$ cat src/rtl/assert_macros.svh
// Assertion macros shared by the cache lookup RTL.
// No dependencies; included by files that carry concurrent checks.
`ifndef ASSERT_MACROS_SVH
`define ASSERT_MACROS_SVH

// Property holds on every rising clock edge outside reset.
`define DMC_ASSERT(name, clk, rst_n, prop, msg) \
  name: assert property (@(posedge clk) disable iff (!rst_n) (prop)) else $error(msg);

// Same-cycle implication.
`define DMC_ASSERT_IMP(name, clk, rst_n, ante, cons, msg) \
  name: assert property (@(posedge clk) disable iff (!rst_n) (ante) |-> (cons)) else $error(msg);

// Next-cycle implication.
`define DMC_ASSERT_NXT(name, clk, rst_n, ante, cons, msg) \
  name: assert property (@(posedge clk) disable iff (!rst_n) (ante) |=> (cons)) else $error(msg);

`endif

$ cat src/rtl/dmc_ram.sv
// Generic single-write, single-read synchronous RAM with registered read data.
// No dependencies.
module dmc_ram #(
  parameter int WIDTH = 8,
  parameter int DEPTH = 16,
  localparam int AW = (DEPTH > 1) ? $clog2(DEPTH) : 1
) (
  input  logic             clk_i,
  input  logic             we_i,
  input  logic [AW-1:0]    waddr_i,
  input  logic [WIDTH-1:0] wdata_i,
  input  logic             re_i,
  input  logic [AW-1:0]    raddr_i,
  output logic [WIDTH-1:0] rdata_o
);

  logic [WIDTH-1:0] mem_q [DEPTH];
  logic [WIDTH-1:0] rdata_q;

  always_ff @(posedge clk_i) begin
    if (we_i) begin
      mem_q[waddr_i] <= wdata_i;
    end
    if (re_i) begin
      rdata_q <= mem_q[raddr_i];
    end
  end

  assign rdata_o = rdata_q;

endmodule

$ cat config.mk
export PLATFORM = sky130hd
export DESIGN_NAME = dmc_ram
export DESIGN_NICKNAME = d
export VERILOG_FILES = /design/src/rtl/assert_macros.svh /design/src/rtl/dmc_ram.sv
export SDC_FILE = /design/constraint.sdc
export NUM_CORES = 1
export LEC_CHECK = 0
export ABC_AREA = 0
export BUFFER_PORTS_ARGS = -buffer_cell sky130_fd_sc_hd__buf_2
export CORE_MARGIN = 2
export CORE_UTILIZATION = 32
export CTS_BUF_LIST = sky130_fd_sc_hd__clkbuf_16
export CTS_CLUSTER_DIAMETER = 80
export DETAILED_ROUTE_END_ITERATION = 8
export GPL_ROUTABILITY_DRIVEN = 0
export GPL_TIMING_DRIVEN = 1
export PLACE_DENSITY_LB_ADDON = 0.3
export SETUP_SLACK_MARGIN = 0.4
export SYNTH_ARGS = -nofsm -noshare
export SYNTH_HDL_FRONTEND = slang
export SYNTH_SLANG_ARGS = --single-unit
$ cat constraint.sdc
create_clock -name clk_i -period 4.3 [get_ports clk_i]
set_clock_uncertainty 0.05 [all_clocks]
set_input_delay 0 -clock clk_i [delete_from_list [all_inputs] [get_ports clk_i]]
set_output_delay 0 -clock clk_i [all_outputs]
set_load 0.05 [all_outputs]
**Word level (Yosys, flattened, before mapping)**

Memories as Yosys holds them, arrays and structs flattened. A register that Yosys moved wholly into a read port is not among the register bits.
Index checks and enable logic that the tools add are counted.
Widths: inputs -> output; s select.

- Flip-flop bits (word level): 0
- RAM bits: 128
- Logic and storage cells: 3
- Memories: 1

Memories:

| memory | depth | width | read ports | clocked after memory_dff | wr ports | RTL line | source |
|---|---|---|---|---|---|---|---|
| mem_q | 16 | 8 | 1 | 1 | 1 | dmc_ram.sv:17 | `logic [WIDTH-1:0] mem_q [DEPTH];` |

- Multiplexer cells: 2

Operator list:

| kind | count |
|---|---|
| $mux 1 | 2 |

**Longest topological paths before layout**

Gate-level depths: netlist of the first run.

- Depth after elaboration: 2
- Depth in mapped cells: 5

**Worst setup path before layout of the first run**

No wires, ideal clock.

- Path kind: input port to flip-flop
- From: in waddr_i[2]
- To: mem mem_q[0][0] (enable)
- Arrival: 1.110 ns
- Data required time: 3.867 ns
- Path slack: 2.757 ns
- Stages: 2
- Path buffers: 0
- Cells stage by stage: or3b_2 nor3_1

RTL lines:

| element | RTL line | source |
|---|---|---|
| start, declared | dmc_ram.sv:10 | `input logic [AW-1:0] waddr_i,` |
| end, declared | dmc_ram.sv:17 |  |

No word-level cell before the write port.

==> results of run 1 <==
[layer usage]
| layer | GRT usage | wire length (um) | vias to the layer above |
|---|---|---|---|
| li1 | - | - | 1072 |
| met2 | 0.193 | 5000 | 56 |
| met3 | 0.0396 | 447 | 16 |
| met4 | 0.0489 | 152 | 0 |
| met5 | 0 | 0 | - |
| met1 | 0.170 | 4660 | 1271 |
[cell usage after synthesis (all sizes together)]
| library cell | instances | share of area |
|---|---|---|
| nor2b | 1 | 0.0012 |
| nand2 | 9 | 0.0065 |
| and2 | 1 | 0.0012 |
| nand3b | 2 | 0.0029 |
| nor3 | 4 | 0.0038 |
| nor2 | 13 | 0.0093 |
| nand2b | 2 | 0.0024 |
| clkdlybuf4s25 | 3 | 0.0057 |
| or3b | 1 | 0.0017 |
| mux4 | 32 | 0.15 |
| edfxtp | 136 | 0.78 |
| and2b | 1 | 0.0014 |
| nand3 | 1 | 0.00096 |
| buf | 7 | 0.011 |
| a22oi | 16 | 0.023 |
[logic make-up after synthesis]
| kind of cell | after synthesis | share of synthesized area |
|---|---|---|
| buffers and inverters | 10 | 0.0165 |
| AND/OR/NAND/NOR | 35 | 0.0314 |
| AO/OA/AOI/OAI | 16 | 0.0230 |
| multiplexers | 32 | 0.148 |
| flip-flops | 136 | 0.781 |
[state kept, by name (all words and copies together) (netlist names)]
signal	count
mem_q	128
rdata_o	8
[layout by cell type, fill, tap and decap left out, types with 9 or more instances in the layout]
cell and n:
edfxtp_1 136, buf_2 26, mux4_2 18, clkbuf_16 17, a22oi_1 16, mux4_1 14
nor2_1 13, nand2_1 9, dlygate4sd3_1 9
[final timing paths]
check                            startpoint            to  slack (ns)  cells after the start
worst max-delay path             raddr_i[0]    rdata_o[0]        2.57                      4
worst min-delay path             waddr_i[1]  mem_q[12][5]        0.04                      2
worst max register to register  mem_q[2][4]    rdata_o[4]        2.77                      3
worst min register to register  mem_q[8][5]    rdata_o[5]        0.70                      3
[per-stage QoR]
step	hold WS [ns]	power (mW)
3_3_place_gp	0.340	1.68
2_1_floorplan	0.0489	1.63
5_1_grt	0.0627	3.04
6_report	0.0428	2.93
4_1_cts	0.0408	2.96
3_5_place_dp	0.343	1.68
[power breakdown]
part	switching, mW	internal [mW]
clock network	0.504	0.770
registers	0.00781	1.49
logic	0.0983	0.0574
[cell type report]
class / instances / area (um^2) / area share
Multi-Input combinational cell: 83 / 1060 / 0.172
Tap cell: 216 / 270 / 0.0437
Sequential cell: 136 / 4080 / 0.661
Clock inverter: 15 / 93.8 / 0.0152
Clock buffer: 17 / 425 / 0.0689
Timing Repair Buffer: 38 / 243 / 0.0393
==> metrics.yaml, run 1 <==
status:
  outcome: "finished clean"
floorplanning:
  start_util: 0.328
  chipWidth_um: 132
  core_um2: 15900
  rows: 46
  ios: 27
  die_h_um: 132
  die_area_um2: 17400
critical_path:
  crit_fanout: 32
  critPathTopFamily: "buffers and inverters"
  path_buf_inv: 1
  worstPathArrival_ns: 1.83
  crit_type: "in -> reg"
  critPathSlowestCell: "buf_2"
  slowest_delay_ns: 0.79
  worstPathRequired_ns: 4.41
  cp_cell_sequence: "buf_2 > mux4_1 > a22oi_1 > nand2_1"
  critPathCaptureType: "flip-flop"
  crit_path_start_kind: "input pin"
detailed_routing:
  vias: 2415
  drtAntennaViolNets: 0
  drt_iter0_markers: 176
  first_pass_iters: 4
  routed_via_density: 4.78
  drc: 0
  routed_wl_um: 10300
  routedWlPerCell_um: 20.3
global_routing:
  grt_max_degree: 33
  antenna_found_initial: 0
  grt_pass1_wl_um: 15700
  grt_util_all_layers: 0.126
  grt_pass1_vias: 2527
  overflow: 0
timing:
  max_slew.worst_pin.slew_ns: 1.09
  clock.fmax_ghz: 0.579
  setup_slack_ns: 2.57
  drv_slew: 0
  setup_violations: 0
  min_period_ns: 1.73
  hold_viol_final: 0
  post-route-period-util: 0.401
  maxSlewHeadroom: 0.275
  finalSetupTns_ns: 0
  rsz0062_at_grt: "no"
clocking:
  htreeDepth: 4
  clock_latency_ns: 0.42
  cts_buffers: 17
  ctsRootBufferMaster: "clkbuf_16"
  cts_tree: "done"
  postCtsHoldBufs: 9
  cts_buffer_depth: 2
  ctsResizeCount: 0
  post_cts_buffers: 0
  clkSinkCount: 136
  clk_pin_slew_worst_paths_ns: 0.06
synth:
  ys_ff_latch: 136
  synth_cell_type_count: 18
  synth.yosys.warnings: 0
  syn_avg_cell_area_um2: 22.8
  synth_nets: 248
  yosysSeqAreaShare: 0.781
  syn_inst: 229
  netlist_area_um2: 5230
placed_design:
  placedCellCount: 464
  placed_cell_area_um2: 5570
  dpl.hpwl_um: 6270
  io_buffers: 26
  place_ws_ns: 2.04
cells_and_area:
  utilization: 0.388
  syn_to_final_growth_pct: 18.2
  drive_gt1_frac: 0.256
  nets: 295
  diodes: 0
  fill_cells: 1473
  post-route-cell-area_um2: 6180
  final-instance-count-excl-fill: 505
pwr:
  max-vdd-ir-drop_uv: 282
  power.leakage_nw: 2.03
  p_per_area_nw_per_um2: 475
flow_run:
  drv_cap: 0
hold_path:
  hold_path.class: "in -> reg"
Power figures use the tool's default switching activity.
==> inputs of run 2 (changes only) <==
==> constraint.sdc (replaced) <==
create_clock -name clk_i -period 1.6 [get_ports clk_i]
set_clock_uncertainty 0.05 [all_clocks]
set_input_delay 0 -clock clk_i [delete_from_list [all_inputs] [get_ports clk_i]]
set_output_delay 0 -clock clk_i [all_outputs]
set_load 0.05 [all_outputs]
==> run 2 against run 1 <==
- worst hold slack better by 0.091 ns
- routed wire length down 0.75%
- total power rose to 2.8 times the previous value
- largest power group unchanged
- non-clock buffer count up 19
- largest cell class unchanged
- flip-flop and latch count unchanged
- highest routed layer unchanged
==> metrics.yaml, run 2 (synthesized netlist as in run 1, its figures left out) <==
detailed_routing:
  vias: 2459
  drtAntennaViolNets: 0
  routed_wl_um: 10200
  first_pass_iters: 4
  drc: 0
  routed_via_density: 4.69
  drt_iter0_markers: 196
  routedWlPerCell_um: 19.4
clocking:
  cts_tree: "done"
  ctsRootBufferMaster: "clkbuf_16"
  htreeDepth: 4
  post_cts_buffers: 0
  cts_buffer_depth: 2
  clkSinkCount: 136
  clk_pin_slew_worst_paths_ns: 0.05
  clock_latency_ns: 0.42
  cts_buffers: 17
critical_path:
  path_buf_inv: 0
  crit_type: "reg -> reg"
  crit_path_start_kind: "flip-flop"
  critPathCaptureType: "flip-flop"
  slowest_delay_ns: 0.48
  worstReg2RegStart: "mem_q[3][2]"
  crit_start: "mem_q[3][2]"
  worstPathArrival_ns: 1.63
  crit_fanout: 1
  critPathTopFamily: "multiplexers"
  critPathSlowestCell: "mux4_2"
  worstPathRequired_ns: 1.71
  cp_cell_sequence: "mux4_2 > a22oi_1 > nand2_1"
cells_and_area:
  final_common_cell: "edfxtp_1"
  largest_register_ffs: 128
  diodes: 0
  nets: 314
  drive_gt1_frac: 0.360
  utilization: 0.401
  final_cell_mix: "136 x edfxtp_1, 32 x mux4_2, 26 x buf_2"
  largest-register: "mem_q"
  final-instance-count-excl-fill: 524
  syn_to_final_growth_pct: 22.3
timing:
  min_period_ns: 1.52
  hold_viol_final: 0
  clock.fmax_ghz: 0.660
  setup_slack_ns: 0.0839
  setup_violations: 0
  drv_slew: 0
  post-route-period-util: 0.948
  max_slew.worst_pin.slew_ns: 0.764
  maxSlewHeadroom: 0.489
  rsz0062_at_grt: "yes"
  finalSetupTns_ns: 0
global_routing:
  grt_max_degree: 33
  overflow: 0
  grt_util_all_layers: 0.127
  antenna_found_initial: 0
  grt_pass1_vias: 2599
  grt_pass1_wl_um: 15600
floorplanning:
  core_um2: 15900
  start_util: 0.328
  die_h_um: 132
  rows: 46
  chipWidth_um: 132
  die_area_um2: 17400
  ios: 27
flow_run:
  drv_cap: 0
pwr:
  p_per_area_nw_per_um2: 1290
  power.leakage_nw: 2.12
  max-vdd-ir-drop_uv: 824
placed_design:
  place_ws_ns: -0.0716
  placedCellCount: 483
  io_buffers: 26
  dpl.hpwl_um: 6710
hold_path:
  hp-start: "waddr_i[0]"
  hold_path.class: "in -> reg"
status:
  outcome: "finished clean"
## run 2: changes by cell type in the layout (fill, tap and decap cells not counted), moves of 3 or more
| cell | before | now |
|---|---|---|
| clkinv_1 | 6 | 2 |
| buf_12 | 0 | 4 |
| inv_1 | 1 | 5 |
| clkinv_2 | 6 | 3 |
| mux4_2 | 18 | 32 |
| buf_4 | 3 | 18 |
| mux4_1 | 14 | 0 |
## run 2: where the power goes
group          internal [mW]  leakage, nW  total, mW  switching [mW]
registers               4.02         1.24       4.03          0.0179
logic                  0.188        0.592      0.472           0.285
clock network           2.39        0.294       3.73            1.34
## run 2: timing repair
item / in CTS / in global routing
hold buffers: 9 / 0
hold endpoints to repair: 136 / 0
setup endpoints to repair: 8 / 8
gates resized for setup: 2 / 0
## run 2: final cells by class
type,count,area [um^2]
fillers,1424,9550
flip-flops and latches,136,4080
multi-input cells,83,1030
repair buffers,57,435
clock buffers,17,425
well taps,216,270
clock inverters,15,146
## run 2: path summary, 6_finish.rpt
kind / end / slack, ns / cells past startpoint
max: rdata_o[2] / 0.08 / 3
min: mem_q[4][6] / 0.13 / 3
max reg2reg: rdata_o[2] / 0.08 / 3
min reg2reg: rdata_o[1] / 0.70 / 3
## run 2: stage by stage
step | power [mW] | instance area (um^2) | hold WS, ns
finish | 8.24 | 6390 | 0.134
global placement | 4.55 | 5720 | 0.327
floorplan | 4.38 | 5190 | 0.0489
CTS | 8.33 | 6390 | 0.112
detailed placement | 4.57 | 5720 | 0.325
global route | 8.52 | 6390 | 0.136
## run 2: layer usage
layer	vias to the layer above	GRT usage	share of wire
li1	1100	-	-
met1	1285	0.169	0.47
met2	57	0.187	0.47
met3	17	0.0396	0.038
met4	0	0.0634	0.019
met5	-	0	0
## run 2: tightest hold or removal path, stage by stage
cell and delay (ns):
buf_2 0.18, nor3_2 0.06, buf_4 0.17
==> inputs of run 3 (changes only) <==
--- a/config.mk
+++ b/config.mk
@@ -8,7 +8,7 @@
 export ABC_AREA = 0
 export BUFFER_PORTS_ARGS = -buffer_cell sky130_fd_sc_hd__buf_2
 export CORE_MARGIN = 2
-export CORE_UTILIZATION = 32
+export CORE_UTILIZATION = 55
 export CTS_BUF_LIST = sky130_fd_sc_hd__clkbuf_16
 export CTS_CLUSTER_DIAMETER = 80
 export DETAILED_ROUTE_END_ITERATION = 8
==> constraint.sdc (replaced) <==
create_clock -name clk_i -period 1.6 [get_ports clk_i]
set_clock_uncertainty 0.05 [all_clocks]
set_input_delay 0 -clock clk_i [delete_from_list [all_inputs] [get_ports clk_i]]
set_output_delay 0 -clock clk_i [all_outputs]
set_load 0.01 [all_outputs]
==> run 3 against run 2 <==
- critical path depth unchanged
- final cell count decreased by 16%
- maximum frequency down 2.2%
- sequential share of layout area grew 0.13 points
- worst setup slack worse by 0.035 ns
- clock-buffer cell count unchanged
- total power is 4.5% higher
- clock power increased by 11%
- register-to-register slack worse by 0.03 ns
==> metrics.yaml, run 3 (synthesized netlist as in run 1, its figures left out) <==
clocking:
  clock_latency_ns: 0.41
  post_cts_buffers: 0
  htreeDepth: 4
  cts_buffers: 17
  clkSinkCount: 136
  cts_tree: "done"
  ctsRootBufferMaster: "clkbuf_16"
  cts_buffer_depth: 2
  clk_pin_slew_worst_paths_ns: 0.06
floorplanning:
  rows: 35
  core_um2: 9240
  chipWidth_um: 101
  die_area_um2: 10300
  start_util: 0.566
  ios: 27
  die_h_um: 101
critical_path:
  critPathTopFamily: "multiplexers"
  crit_path_start_kind: "flip-flop"
  worstPathArrival_ns: 1.66
  cp_cell_sequence: "mux4_2 > a22oi_2 > nand2_1"
  crit_type: "reg -> reg"
  worstPathRequired_ns: 1.71
  slowest_delay_ns: 0.52
  path_buf_inv: 0
  crit_fanout: 1
  critPathCaptureType: "flip-flop"
  r2r_slack_ns: 0.05
  critPathSlowestCell: "mux4_2"
timing:
  max_slew.worst_pin.slew_ns: 0.426
  clock.fmax_ghz: 0.645
  finalSetupTns_ns: 0
  rsz0062_at_grt: "yes"
  hold_viol_final: 0
  holdWs_ns: 0.124
  min_period_ns: 1.55
  drv_slew: 0
  setup_slack_ns: 0.0493
  setup_violations: 0
  post-route-period-util: 0.969
  maxSlewHeadroom: 0.716
cells_and_area:
  fill_cells: 560
  utilization: 0.690
  nets: 317
  largest_register_ffs: 128
  largest-register: "mem_q"
  syn_to_final_growth_pct: 22.0
  multiInputGateArea_um2: 1040
  drive_gt1_frac: 0.383
  final_common_cell: "edfxtp_1"
  post-route-cell-area_um2: 6380
  final-instance-count-excl-fill: 440
  diodes: 0
  seq_area_um2: 4080
  final_cell_mix: "136 x edfxtp_1, 32 x mux4_2, 26 x buf_2"
detailed_routing:
  wl_met2_um: 5300
  wl_met3_um: 695
  drt_iter0_markers: 255
  first_pass_iters: 4
  routed_via_density: 5.86
  routedWlPerCell_um: 23.5
  top_layer: "met4"
  routed_wl_um: 10400
  drc: 0
  met1Wirelength_um: 4190
  drtAntennaViolNets: 0
  vias: 2580
pwr:
  combPwrFrac: 0.049
  power_frac_seq: 0.469
  internal_power_mw: 6.95
  clockPowerShare: 0.481
  p_total_mw: 8.61
  max-vdd-ir-drop_uv: 760
  p_switching_mw: 1.66
  swShare: 0.192
  power.leakage_nw: 2.15
  p_per_area_nw_per_um2: 1350
placed_design:
  placed_cell_area_um2: 5630
  placedCellCount: 399
  dpl.hpwl_um: 6140
  io_buffers: 26
  place_ws_ns: -0.110
global_routing:
  overflow: 0
  grt_util_all_layers: 0.225
  grt_max_degree: 24
  grt_pass1_wl_um: 15700
  antenna_found_initial: 0
  grt_pass1_vias: 2631
status:
  outcome: "finished clean"
hold_path:
  hold_path.class: "in -> reg"
flow_run:
  drv_cap: 0
## run 3: routing by layer
metal | up-vias | global-route usage
met1 | 1354 | 0.309
met2 | 112 | 0.346
met3 | 10 | 0.0649
li1 | 1104 | -
met4 | 0 | 0.0925
met5 | - | 0
## run 3: power by group through the flow
stage | registers [mW] | logic, mW | clock network, mW
global route | 4.05 | 0.457 | 4.32
finish | 4.04 | 0.425 | 4.14
global placement | 4.11 | 0.395 | 0
detailed placement | 4.11 | 0.400 | 0
CTS | 4.04 | 0.427 | 4.18
floorplan | 4.11 | 0.211 | 0
## run 3: timing repair
action                                  CTS  global route
resized for setup                         3             1
hold endpoints to repair                136             0
hold buffers                              9             0
endpoints found under the setup margin    8             8
## run 3: path summary, 6_finish.rpt
check / start / end / depth (start not counted)
worst max-delay path: mem_q[0][1] / rdata_o[1] / 3
worst min-delay path: waddr_i[0] / mem_q[4][3] / 3
worst max register to register: mem_q[0][1] / rdata_o[1] / 3
worst min register to register: mem_q[15][3] / rdata_o[3] / 3
## run 3: area by class of cell
class	count	area share
clock buffer	17	0.0667
tap	129	0.0253
multi-input combinational	83	0.163
timing repair buffer	60	0.0718
clock inverter	15	0.0330
sequential	136	0.640
## run 3: tightest hold or removal path: stages
cell and delay (ns):
buf_2 0.16, nor3_2 0.06, buf_4 0.18
