### src/rtl/assert_macros.svh
// Assertion macros shared by the cache lookup RTL.
// No dependencies; included by files that carry concurrent checks.
`ifndef ASSERT_MACROS_SVH
`define ASSERT_MACROS_SVH

// Property holds on every rising clock edge outside reset.
`define DMC_ASSERT(name, clk, rst_n, prop, msg) \
  name: assert property (@(posedge clk) disable iff (!rst_n) (prop)) else $error(msg);

// Same-cycle implication.
`define DMC_ASSERT_IMP(name, clk, rst_n, ante, cons, msg) \
  name: assert property (@(posedge clk) disable iff (!rst_n) (ante) |-> (cons)) else $error(msg);

// Next-cycle implication.
`define DMC_ASSERT_NXT(name, clk, rst_n, ante, cons, msg) \
  name: assert property (@(posedge clk) disable iff (!rst_n) (ante) |=> (cons)) else $error(msg);

`endif

### src/rtl/dmc_pkg.sv
// Package for the direct-mapped cache lookup: widths, limits, register codes, types.
// No dependencies; used by the interfaces, the address splitter and the top level.
package dmc_pkg;

  localparam int WORD_W      = 32;
  localparam int ADDR_WIDTH  = 32;   // address bits kept before the split
  localparam int OFF_FIELD_W = 16;
  localparam int IDX_FIELD_W = 10;
  localparam int OFF_LIMIT   = 16;   // larger offset widths saturate here
  localparam int IDX_LIMIT   = 10;   // larger index widths saturate here

  localparam int DMC_MAX_LINES = 1024;

  // config port
  localparam int CFG_IDX_W  = 2;
  localparam int CFG_DATA_W = 5;
  localparam int OW_REG_W   = 5;
  localparam int IW_REG_W   = 4;
  localparam logic [CFG_IDX_W-1:0] REG_OFFSET_WIDTH = CFG_IDX_W'(0);
  localparam logic [CFG_IDX_W-1:0] REG_INDEX_WIDTH  = CFG_IDX_W'(1);
  localparam logic [OW_REG_W-1:0]  OW_RESET = OW_REG_W'(2);
  localparam logic [IW_REG_W-1:0]  IW_RESET = IW_REG_W'(4);

  localparam logic [WORD_W-1:0] ADDR_MASK =
    (ADDR_WIDTH >= WORD_W) ? {WORD_W{1'b1}} : WORD_W'((64'd1 << ADDR_WIDTH) - 64'd1);

  typedef struct packed {
    logic [WORD_W-1:0]      tag;
    logic [IDX_FIELD_W-1:0] idx;
    logic [OFF_FIELD_W-1:0] offset;
    logic [WORD_W-1:0]      block;
  } dmc_fields_t;

  typedef struct packed {
    logic                   hit;
    logic                   evicted;
    logic [WORD_W-1:0]      addr_tag;
    logic [IDX_FIELD_W-1:0] line_index;
    logic [OFF_FIELD_W-1:0] byte_offset;
    logic [WORD_W-1:0]      block_number;
    logic [WORD_W-1:0]      hit_count;
    logic [WORD_W-1:0]      miss_count;
    logic [WORD_W-1:0]      eviction_count;
  } dmc_result_t;

endpackage

### src/rtl/dmc_addr_split.sv
// Splits an address into offset, line index, tag and block number.
// Depends on dmc_pkg; widths saturate at the offset and index limits.
module dmc_addr_split import dmc_pkg::*; (
  input  logic [WORD_W-1:0]   address_i,
  input  logic [OW_REG_W-1:0] offset_width_i,
  input  logic [IW_REG_W-1:0] index_width_i,
  output dmc_fields_t         fields_o
);

  logic [OW_REG_W-1:0] ow;
  logic [IW_REG_W-1:0] iw;
  logic [WORD_W-1:0]   addr_m;
  logic [WORD_W-1:0]   block;

  always_comb begin
    ow     = (offset_width_i > OW_REG_W'(OFF_LIMIT)) ? OW_REG_W'(OFF_LIMIT) : offset_width_i;
    iw     = (index_width_i > IW_REG_W'(IDX_LIMIT)) ? IW_REG_W'(IDX_LIMIT) : index_width_i;
    addr_m = address_i & ADDR_MASK;
    block  = addr_m >> ow;

    fields_o.block  = block;
    fields_o.offset = addr_m[OFF_FIELD_W-1:0] & ~({OFF_FIELD_W{1'b1}} << ow);
    fields_o.idx    = block[IDX_FIELD_W-1:0] & ~({IDX_FIELD_W{1'b1}} << iw);
    fields_o.tag    = block >> iw;
  end

endmodule

### config.mk
export PLATFORM = sky130hd
export DESIGN_NAME = dmc_addr_split
export DESIGN_NICKNAME = d
export VERILOG_FILES = /design/src/rtl/assert_macros.svh /design/src/rtl/dmc_pkg.sv /design/src/rtl/dmc_addr_split.sv
export SDC_FILE = /design/constraint.sdc
export NUM_CORES = 1
export LEC_CHECK = 0
export ABC_AREA = 0
export BUFFER_PORTS_ARGS = -buffer_cell sky130_fd_sc_hd__buf_2
export CAP_MARGIN = 20
export CELL_PAD_IN_SITES_DETAIL_PLACEMENT = 2
export CELL_PAD_IN_SITES_GLOBAL_PLACEMENT = 2
export CORE_AREA = 2 2 133 135
export DETAILED_ROUTE_END_ITERATION = 8
export DIE_AREA = 0 0 135 137
export GPL_TIMING_DRIVEN = 0
export PLACE_DENSITY_LB_ADDON = 0.1
export SLEW_MARGIN = 25
export SYNTH_ARGS = -nofsm -noshare
export SYNTH_HDL_FRONTEND = slang
export SYNTH_SLANG_ARGS = --single-unit
export TNS_END_PERCENT = 1
### constraint.sdc
create_clock -name vclk -period 2.8
set_input_delay 0.42 -clock vclk [all_inputs]
set_output_delay 0.42 -clock vclk [all_outputs]
set_load 0.02 [all_outputs]
Yosys cells after proc, flatten, opt, wreduce, memory -nomap -nowiden
Index checks and enable logic that the tools add are counted.
{"block": "op_classes", "shift": 4, "magnitude_cmp": 2, "bitwise_logic": 4, "mux": 2}
{"operator": "$shr A32 B4 Y32", "count": 1}
{"operator": "$shr A32 B5 Y32", "count": 1}
{"operator": "$and A16 B16 Y16", "count": 1}
{"operator": "$not A16 Y16", "count": 1}
{"operator": "$shl A16 B5 Y16 const A", "count": 1}
{"operator": "$and A10 B10 Y10", "count": 1}
{"operator": "$not A10 Y10", "count": 1}
{"operator": "$shl A10 B4 Y10 const A", "count": 1}
{"operator": "$gt A5 B5 Y1 const B", "count": 1}
{"operator": "$mux W5", "count": 1}
{"operator": "$gt A4 B4 Y1 const B", "count": 1}
{"operator": "$mux W4", "count": 1}
{"block": "totals", "in_bits": 41, "reg_bits": 0, "out_inout_bits": 90}

Logic depth before layout (Yosys ltp)
Gate-level depths: netlist (run 1).
{"block": "logic_depth", "word_depth": 5, "depth_mapped": 12, "mapped_depth_nobuf": 9}

Worst setup path after synthesis (run 1)
No wires, ideal clock.
{"block": "synth_path", "kind": "input to output", "startpoint": "input offset_width_i[4]", "endpoint": "output fields_o[69] (netlist name)", "cell_stages": 11, "required_time_ns": 2.380, "arrival_ns": 2.932, "n_path_buf": 3, "setup_slack_ns": -0.552, "cell_sequence": "buf_2 > buf_6 > nand2b_1 > buf_2 > o21ai_0 > a2bb2oi_1 > o221ai_1 > nand2_1 > o21a_1 > mux2_4 > a222oi_1"}
{"item": "start: declaration", "line_no": "dmc_addr_split.sv:5", "source": "input logic [OW_REG_W-1:0] offset_width_i,"}
{"item": "end: declaration", "line_no": "dmc_addr_split.sv:7", "source": "output dmc_fields_t fields_o"}

==> results.ini, run 1 <==
[finish]
postLayoutCellArea_um2=7070
fin_nets=894
nClkBuffers=0
fillers=1953
drive_gt1_share_pct=47.6
mostFrequentLayoutCells=110 x buf_2, 65 x buf_4, 62 x nor2_1, 50 x nand2_1, 40 x a21oi_1
seqCellArea_um2=0
fin_cells=1076
syn_to_final_growth_pct=61.7
antennaDiodeCount=0
seq_cells=0
multi_input_area_um2=4800
final_common_cell=buf_2

[detailed_routing]
wirelength_um=33200
drt_pre_antenna_iters=6
wl_met3_um=2950
wl_per_cell_um=30.8
ant_nets=0
topRoutingLayerUsed=met4
wirelength_met1_um=14900
drtIter0Drc=770
via_per_inst=6.56
vias=7061
dr_wl_met2_um=14400
drc_errors=0

[setup_path]
cp-start-kind=input pin
crit_arrival_ns=3.05
path_buf_inv=5
crit_family=compound AO/OA/AOI/OAI gates
endpoint_kind=output port
slowest_stage=a221oi_4
critPathKind=input pin to output port
crit_cells=12
path_cells=buf_12 > buf_8 > buf_12 > buf_12 > mux2i_4 > a221oi_4 > a21oi_2 > o31a_2 > o21a_1 > mux2_4 > a222oi_1 > buf_2
crit_top_cell=buf_12
worstPathRequired_ns=2.38
cpPeakStageDelay_ns=0.39
crit_fanout=7

[floorplan]
row_count=48
start_util_pct=25.6
io_pins=131
core_area_um2=17100
fp.dieArea_um2=18500
die_w_um=135
die_h_um=137

[place]
placed_cells=1023
place_area_um2=5370
finalWeightedCongestion=0.994
dpl.hpwl_um=24100
portBuffers=125

[timing]
tightest_slew_ns=0.895
slew_violations=0
max_slew_margin_pct=40.1
timing.setup.tns_ns=-16.08
fin_ws_ns=-0.670
max_freq_ghz=0.288
rsz0062_at_grt=yes
hold_viol_final=0
fin_crit_ns=3.47
setup_violations=43
finalCritPeriodShare_pct=124

[worst_hold_path]
whs_path_depth=3
holdCritPathClass=input pin to output port

[job]
cap_violations=0

[global_routing]
antenna_found_initial=0
grt_start_max_net_pins=11
grt_pass1_wl_um=47700
grt_use_total_pct=34.5
grt_pass1_vias=7101
grt-ovfl-total=0

[synth]
syn_inst=673
syn_area_um2=4370
yosys_warnings=0
synth_cell_type_count=84
syn_avg_cell_area_um2=6.50
yosysSeqAreaShare_pct=0
syn-num-nets=714

[outcome]
status=finished, violations left
violations=negative setup slack

[power]
power.density_nw_per_um2=257
leakage_nw=2.92
vdd_ir_drop_max_mv=0.0894
p_total_mw=1.82

[clock_tree]
cts_hold_buf=0

==> final timing paths <==
path | from | end | slack [ns]
setup / recovery | offset_width_i[0] | fields_o[69] | -0.67
hold / removal | address_i[0] | fields_o[32] | 1.22
==> per-layer routing <==
metal | vias to the layer above | track usage [%]
met4 | 0 | 7.06
met3 | 57 | 4.96
li1 | 2965 | -
met2 | 417 | 53.6
met5 | - | 0
met1 | 3622 | 50.3
==> metrics by stage <==
stage	setup WS, ns	utilization (%)	hold WS (ns)
after global placement	-1.40	31.5	1.20
after CTS	-0.571	39.6	1.22
after detailed placement	-1.38	31.5	1.21
after global routing	-0.714	41.5	1.23
final	-0.670	41.5	1.22
after floorplan	-0.308	-	0.977
==> area by class of cell <==
class                           instances  area share (%)
Inverter                               33            1.88
Tap cell                              225            3.98
Multi-Input combinational cell        566            67.9
Buffer                                 74            9.36
Timing Repair Buffer                  178            16.8
==> cells by family after synthesis <==
group / synth area share (%)
buffers and inverters: 11.3
and+or+nand+nor: 27.2
muxes: 14.9
AOI/OAI and AO/OA: 46.5
==> synth_stat cells, types with 5 or more instances <==
library cell | n | area, um^2
nor3b_1 | 7 | 52.6
mux2i_1 | 30 | 300
nor2b_1 | 10 | 62.6
nor2_1 | 68 | 255
nand3b_1 | 6 | 45.0
nor3_1 | 17 | 85.1
a22oi_1 | 9 | 67.6
mux2_2 | 16 | 180
and3b_1 | 8 | 70.1
nand2b_1 | 10 | 62.6
a221oi_1 | 9 | 78.8
buf_4 | 5 | 37.5
nand2_1 | 52 | 195
mux4_2 | 7 | 158
or3_1 | 7 | 43.8
buf_1 | 5 | 18.8
inv_1 | 31 | 116
o21ai_0 | 33 | 165
o21bai_1 | 5 | 37.5
a21boi_0 | 13 | 97.6
o21a_1 | 8 | 60.1
o22ai_1 | 11 | 68.8
a31oi_1 | 5 | 31.3
clkbuf_1 | 40 | 150
o32ai_1 | 7 | 61.3
o211ai_1 | 14 | 105
buf_2 | 18 | 90.1
a211oi_1 | 16 | 120
a211o_1 | 11 | 96.3
nand3_1 | 16 | 80.1
o221ai_1 | 14 | 123
a21oi_1 | 55 | 275
and2_1 | 11 | 68.8
==> what timing repair did <==
action                                  CTS  global route
resized for setup                       224            74
pin swaps                                46            27
endpoints found under the setup margin   74            53
gates cloned                              3             0
setup buffers                            42             8
==> power breakdown <==
group | internal, mW | total, mW | switching (mW) | leakage [nW]
Clock | 0 | 0 | 0 | 0
Combinational | 0.697 | 1.82 | 1.12 | 2.92
Sequential | 0 | 0 | 0 | 0
Power figures use the tool's default switching activity.
==> run 2: changes to the inputs <==
--- a/config.mk
+++ b/config.mk
@@ -5,14 +5,13 @@
 export SDC_FILE = /design/constraint.sdc
 export NUM_CORES = 1
 export LEC_CHECK = 0
-export ABC_AREA = 0
 export BUFFER_PORTS_ARGS = -buffer_cell sky130_fd_sc_hd__buf_2
 export CAP_MARGIN = 20
 export CELL_PAD_IN_SITES_DETAIL_PLACEMENT = 2
 export CELL_PAD_IN_SITES_GLOBAL_PLACEMENT = 2
-export CORE_AREA = 2 2 133 135
+export CORE_AREA = 2 2 126 128
 export DETAILED_ROUTE_END_ITERATION = 8
-export DIE_AREA = 0 0 135 137
+export DIE_AREA = 0 0 128 130
 export GPL_TIMING_DRIVEN = 0
 export PLACE_DENSITY_LB_ADDON = 0.1
 export SLEW_MARGIN = 25
==> constraint.sdc (replaced) <==
create_clock -name vclk -period 3.35
set_input_delay 0.5025 -clock vclk [all_inputs]
set_output_delay 0.5025 -clock vclk [all_outputs]
set_load 0.02 [all_outputs]
==> run 2 against run 1 <==
Compared with the run above: the flow still finishes with violations (negative setup slack); non-clock buffer count up 16; worst hold slack better by 0.17 ns; combinational power shrank 14%; critical path type unchanged.
==> results.ini, run 2 (same netlist as run 1, synthesis figures left out) <==
[outcome]
status=finished, violations left
violations=negative setup slack

[worst_hold_path]
holdCritPathClass=input pin to output port

[finish]
mostFrequentLayoutCells=120 x buf_2, 78 x buf_4, 61 x nor2_1, 50 x nand2_1, 39 x a21oi_1
syn_to_final_growth_pct=64.4
postLayoutCoreUtil_pct=46.6
seq_cells=0
fillers=1804
antennaDiodeCount=0
nClkBuffers=0
postLayoutCellArea_um2=7190
final_common_cell=buf_2
fin_nets=910
drive_gt1_share_pct=48.6
seqCellArea_um2=0
multi_input_area_um2=4810

[global_routing]
globalRouteMet2Util_pct=69.5
grt_pass1_vias=7702
grt-ovfl-total=0
antenna_found_initial=0
met3_usage_pct=6.15
use_met1_pct=43.7
grt-busiest-layer=met2
grt_start_max_net_pins=11
grt_pass1_wl_um=49600
grt_use_total_pct=39.5

[timing]
fin_ws_ns=-0.287
max_freq_ghz=0.275
finalCritPeriodShare_pct=109
setup_violations=25
slew_violations=0
fin_crit_ns=3.64
max_slew_margin_pct=39.2
rsz0062_at_grt=yes
hold_viol_final=0
tightest_slew_ns=0.909

[detailed_routing]
vias=7344
drc_errors=0
wirelength_um=35200
drtIter0Drc=630
drt_pre_antenna_iters=7
wl_per_cell_um=33.2
via_per_inst=6.93
ant_nets=0

[floorplan]
fp.dieArea_um2=16600
core_area_um2=15400
row_count=46
die_h_um=130
io_pins=131
start_util_pct=28.4
die_w_um=128

[setup_path]
worstPathRequired_ns=2.85
cp-start-kind=input pin
slowest_stage=a2111oi_2
setup.worst_path.end=fields_o[69]
crit_arrival_ns=3.13
startpoint=offset_width_i[1]
cpPeakStageDelay_ns=0.41
critPathKind=input pin to output port
crit_top_cell=buf_6
endpoint_kind=output port
path_cells=buf_4 > buf_6 > buf_6 > nor3b_1 > a2111oi_2 > nor2_1 > a21oi_2 > nor2_4 > inv_2 > mux2i_2 > mux2_4 > a222oi_1 > buf_2
crit_fanout=10

[place]
finalWeightedCongestion=0.978
place_area_um2=5250
dpl.hpwl_um=23600
portBuffers=125

[power]
leakage_nw=3.03
vdd_ir_drop_max_mv=0.0819
power.density_nw_per_um2=217

[job]
cap_violations=0

run 2: per-layer routing:
| metal | vias to the layer above | wire (um) | share of wire (%) |
|---|---|---|---|
| li1 | 2992 | - | - |
| met1 | 3628 | 13000 | 37 |
| met2 | 527 | 16700 | 48 |
| met3 | 197 | 2580 | 7.3 |
| met4 | 0 | 2840 | 8.1 |
| met5 | - | 0 | 0 |
run 2: timing repair:
| item | in CTS | in global routing |
|---|---|---|
| gates cloned | 8 | 0 |
| setup endpoints to repair | 57 | 28 |
| hold buffers | 0 | 0 |
| setup buffers | 51 | 11 |
| pin swaps | 53 | 30 |
| resized for setup | 256 | 39 |
run 2: final cells by class:
cell class / instances / share of cell area, %
Multi-Input combinational cell: 566 / 66.9
Tap cell: 192 / 3.34
Buffer: 73 / 8.70
Timing Repair Buffer: 195 / 19.1
Inverter: 33 / 1.93
run 2: through the flow:
| step | instances | hold slack [ns] | power, mW | setup WS (ns) | setup TNS [ns] |
|---|---|---|---|---|---|
| 2_1_floorplan | 673 | 1.14 | 0.695 | -0.0557 | -0.143 |
| 4_1_cts | 1048 | 1.38 | 1.44 | -0.141 | -1.38 |
| 3_3_place_gp | 990 | 1.37 | 1.10 | -1.08 | -22.86 |
| 3_5_place_dp | 990 | 1.38 | 1.12 | -1.14 | -24.50 |
| 6_report | 1059 | 1.39 | 1.56 | -0.287 | -3.70 |
| 5_1_grt | 1059 | 1.40 | 1.61 | -0.379 | -5.33 |
run 2: worst min path at each step:
stage / startpoint / to / slack [ns] / cells past startpoint
after floorplan: address_i[15] / fields_o[47] / 1.14 / 2
after detailed placement: address_i[15] / fields_o[47] / 1.38 / 4
after global placement: address_i[15] / fields_o[47] / 1.37 / 4
after CTS: address_i[15] / fields_o[47] / 1.38 / 4
final: address_i[15] / fields_o[47] / 1.39 / 4
after global routing: address_i[1] / fields_o[33] / 1.40 / 3
run 2: critical path, delay by kind of cell:
kind	cells	cell delay, ns
AO/OA/AOI/OAI	3	1.09
buffers and inverters	5	0.75
AND/OR/NAND/NOR	3	0.40
multiplexers	2	0.38
run 2: power by group:
group	switching (mW)	internal, mW	total [mW]
registers	0	0	0
clock network	0	0	0
logic	0.962	0.599	1.56
==> run 3: changes to the inputs <==
--- a/config.mk
+++ b/config.mk
@@ -5,6 +5,7 @@
 export SDC_FILE = /design/constraint.sdc
 export NUM_CORES = 1
 export LEC_CHECK = 0
+export ABC_AREA = 1
 export BUFFER_PORTS_ARGS = -buffer_cell sky130_fd_sc_hd__buf_2
 export CAP_MARGIN = 20
 export CELL_PAD_IN_SITES_DETAIL_PLACEMENT = 2
==> run 3 against run 2 <==
Compared with the run above: the run now ends clean; utilization decreased by 18 points; critical path depth is 1 higher; global-route usage decreased by 13 points; critical path type unchanged; critical endpoint is now fields_o[59]; largest power group unchanged.
==> results.ini, run 3 <==
[place]
dpl.hpwl_um=18800
portBuffers=129
finalWeightedCongestion=0.909
pre_cts_ws_ns=0.115

[setup_path]
endpoint_kind=output port
crit_family=simple AND/OR/NAND/NOR gates
path_buf_inv=5
cp-start-kind=input pin
crit_fanout=10
worstPathRequired_ns=2.85
crit_cells=14
critPathKind=input pin to output port
crit_arrival_ns=2.67
path_cells=buf_2 > inv_1 > nor2_8 > inv_2 > buf_2 > nand3_1 > nand3_1 > nand3_1 > nand3_2 > nand2_1 > nand3_1 > nand3_1 > nand3_1 > buf_2
crit_top_cell=nand3_1
cpPeakStageDelay_ns=0.28
slowest_stage=buf_2

[finish]
seqCellArea_um2=0
fin_nets=907
seq_cells=0
syn_to_final_growth_pct=25.9
antennaDiodeCount=0
multi_input_area_um2=2950
fillers=2122
nClkBuffers=0
mostFrequentLayoutCells=278 x nand3_1, 238 x nand2_1, 141 x buf_2, 67 x inv_1, 24 x nor2_1
final_common_cell=nand3_1
drive_gt1_share_pct=22.3

[timing]
rsz0062_at_grt=no
whs_ns=1.35
tightest_slew_ns=0.873
max_slew_margin_pct=41.6
fin_crit_ns=3.18
fin_ws_ns=0.175
slew_violations=0
finalCritPeriodShare_pct=94.8
timing.setup.tns_ns=0
max_freq_ghz=0.315
setup_violations=0
hold_viol_final=0

[power]
vdd_ir_drop_max_mv=0.0797
leakage_nw=2.52
power.density_nw_per_um2=231

[global_routing]
grt-ovfl-total=0
grt_pass1_wl_um=34300
grt_use_total_pct=26.3
grt-busiest-layer=met2
use_met1_pct=38.8
globalRouteMet2Util_pct=43.2
antenna_found_initial=0
grt_start_max_net_pins=11
met3_usage_pct=2.30
grt_pass1_vias=5989

[detailed_routing]
via_per_inst=5.47
drtIter0Drc=366
drt_pre_antenna_iters=5
vias=5780
wirelength_um=22200
ant_nets=0
drc_errors=0
wl_per_cell_um=21.0

[synth]
yosys_warnings=0
synth_area_leaders=nand3_1 40%, nand2_1 26%, inv_1 7.3%, nand3_2 4.3%, nor2_1 2.6%
syn_avg_cell_area_um2=4.71
yosysMostFrequentCell=nand3_1
syn_area_um2=3460
synth_cell_type_count=28
syn-num-nets=776
syn_inst=735
yosysTopAreaCellShare_pct=40.4
synth_commonest_cells=279 x nand3_1, 238 x nand2_1, 67 x inv_1, 24 x nor2_1, 15 x nand3_2
yosysSeqAreaShare_pct=0
yosysTopAreaCell=nand3_1

[outcome]
status=finished, final reports clean

[floorplan]
io_pins=131
row_count=46
start_util_pct=22.4
die_h_um=130
die_w_um=128
core_area_um2=15400
fp.dieArea_um2=16600

[worst_hold_path]
holdCritPathClass=input pin to output port
whs_path_depth=4

[job]
cap_violations=0

run 3: cell count changes after synthesis, moves of 21 or more:
cell      change
nand2_1     +186
clkbuf_1     -26
mux2i_1      -30
nor2_1       -44
inv_1        +36
nand3_1     +263
a21oi_1      -48
o21ai_0      -21
run 3: logic make-up (layout without fill, tap and decap cells):
kind of cell	after synthesis	count (layout)	share of synthesized area [%]
AND/OR/NAND/NOR	573	573	77.3
buffers and inverters	119	248	15.1
AO/OA/AOI/OAI	43	43	7.67
run 3: timing repair:
action / CTS / global route
hold buffers: 0 / 0
setup buffers: 0 / 0
setup endpoints to repair: 0 / 10
resized for setup: 0 / 2
run 3: final cells by class:
type / instances / share of cell area [%]
multi-input combinational: 616 / 67.7
timing repair buffer: 129 / 14.8
inverter: 74 / 6.44
buffer: 45 / 5.52
tap: 192 / 5.52
run 3: final timing paths:
check,slack (ns),to,start
worst min-delay path,1.35,fields_o[47],address_i[15]
worst max-delay path,0.17,fields_o[59],offset_width_i[1]
run 3: metal layers:
metal	up-vias	part of all wire, %
li1	2715	-
met1	2855	48
met2	197	45
met3	13	6.0
met4	0	0.93
met5	-	0
run 3: through the flow:
| stage | area [um^2] | power, mW | instances | util [%] |
|---|---|---|---|---|
| 6_report | 4350 | 1.00 | 1056 | 28.2 |
| 5_1_grt | 4350 | 1.10 | 1056 | 28.2 |
| 4_1_cts | 4340 | 0.999 | 1056 | 28.2 |
| 3_5_place_dp | 4340 | 0.995 | 1056 | 28.2 |
| 3_3_place_gp | 4340 | 0.981 | 1056 | 28.2 |
| 2_1_floorplan | 3460 | 0.635 | 735 | - |
run 3: power breakdown:
part           internal (mW)  switching, mW
Sequential                 0              0
Combinational          0.283          0.721
Clock                      0              0
Total                  0.283          0.721
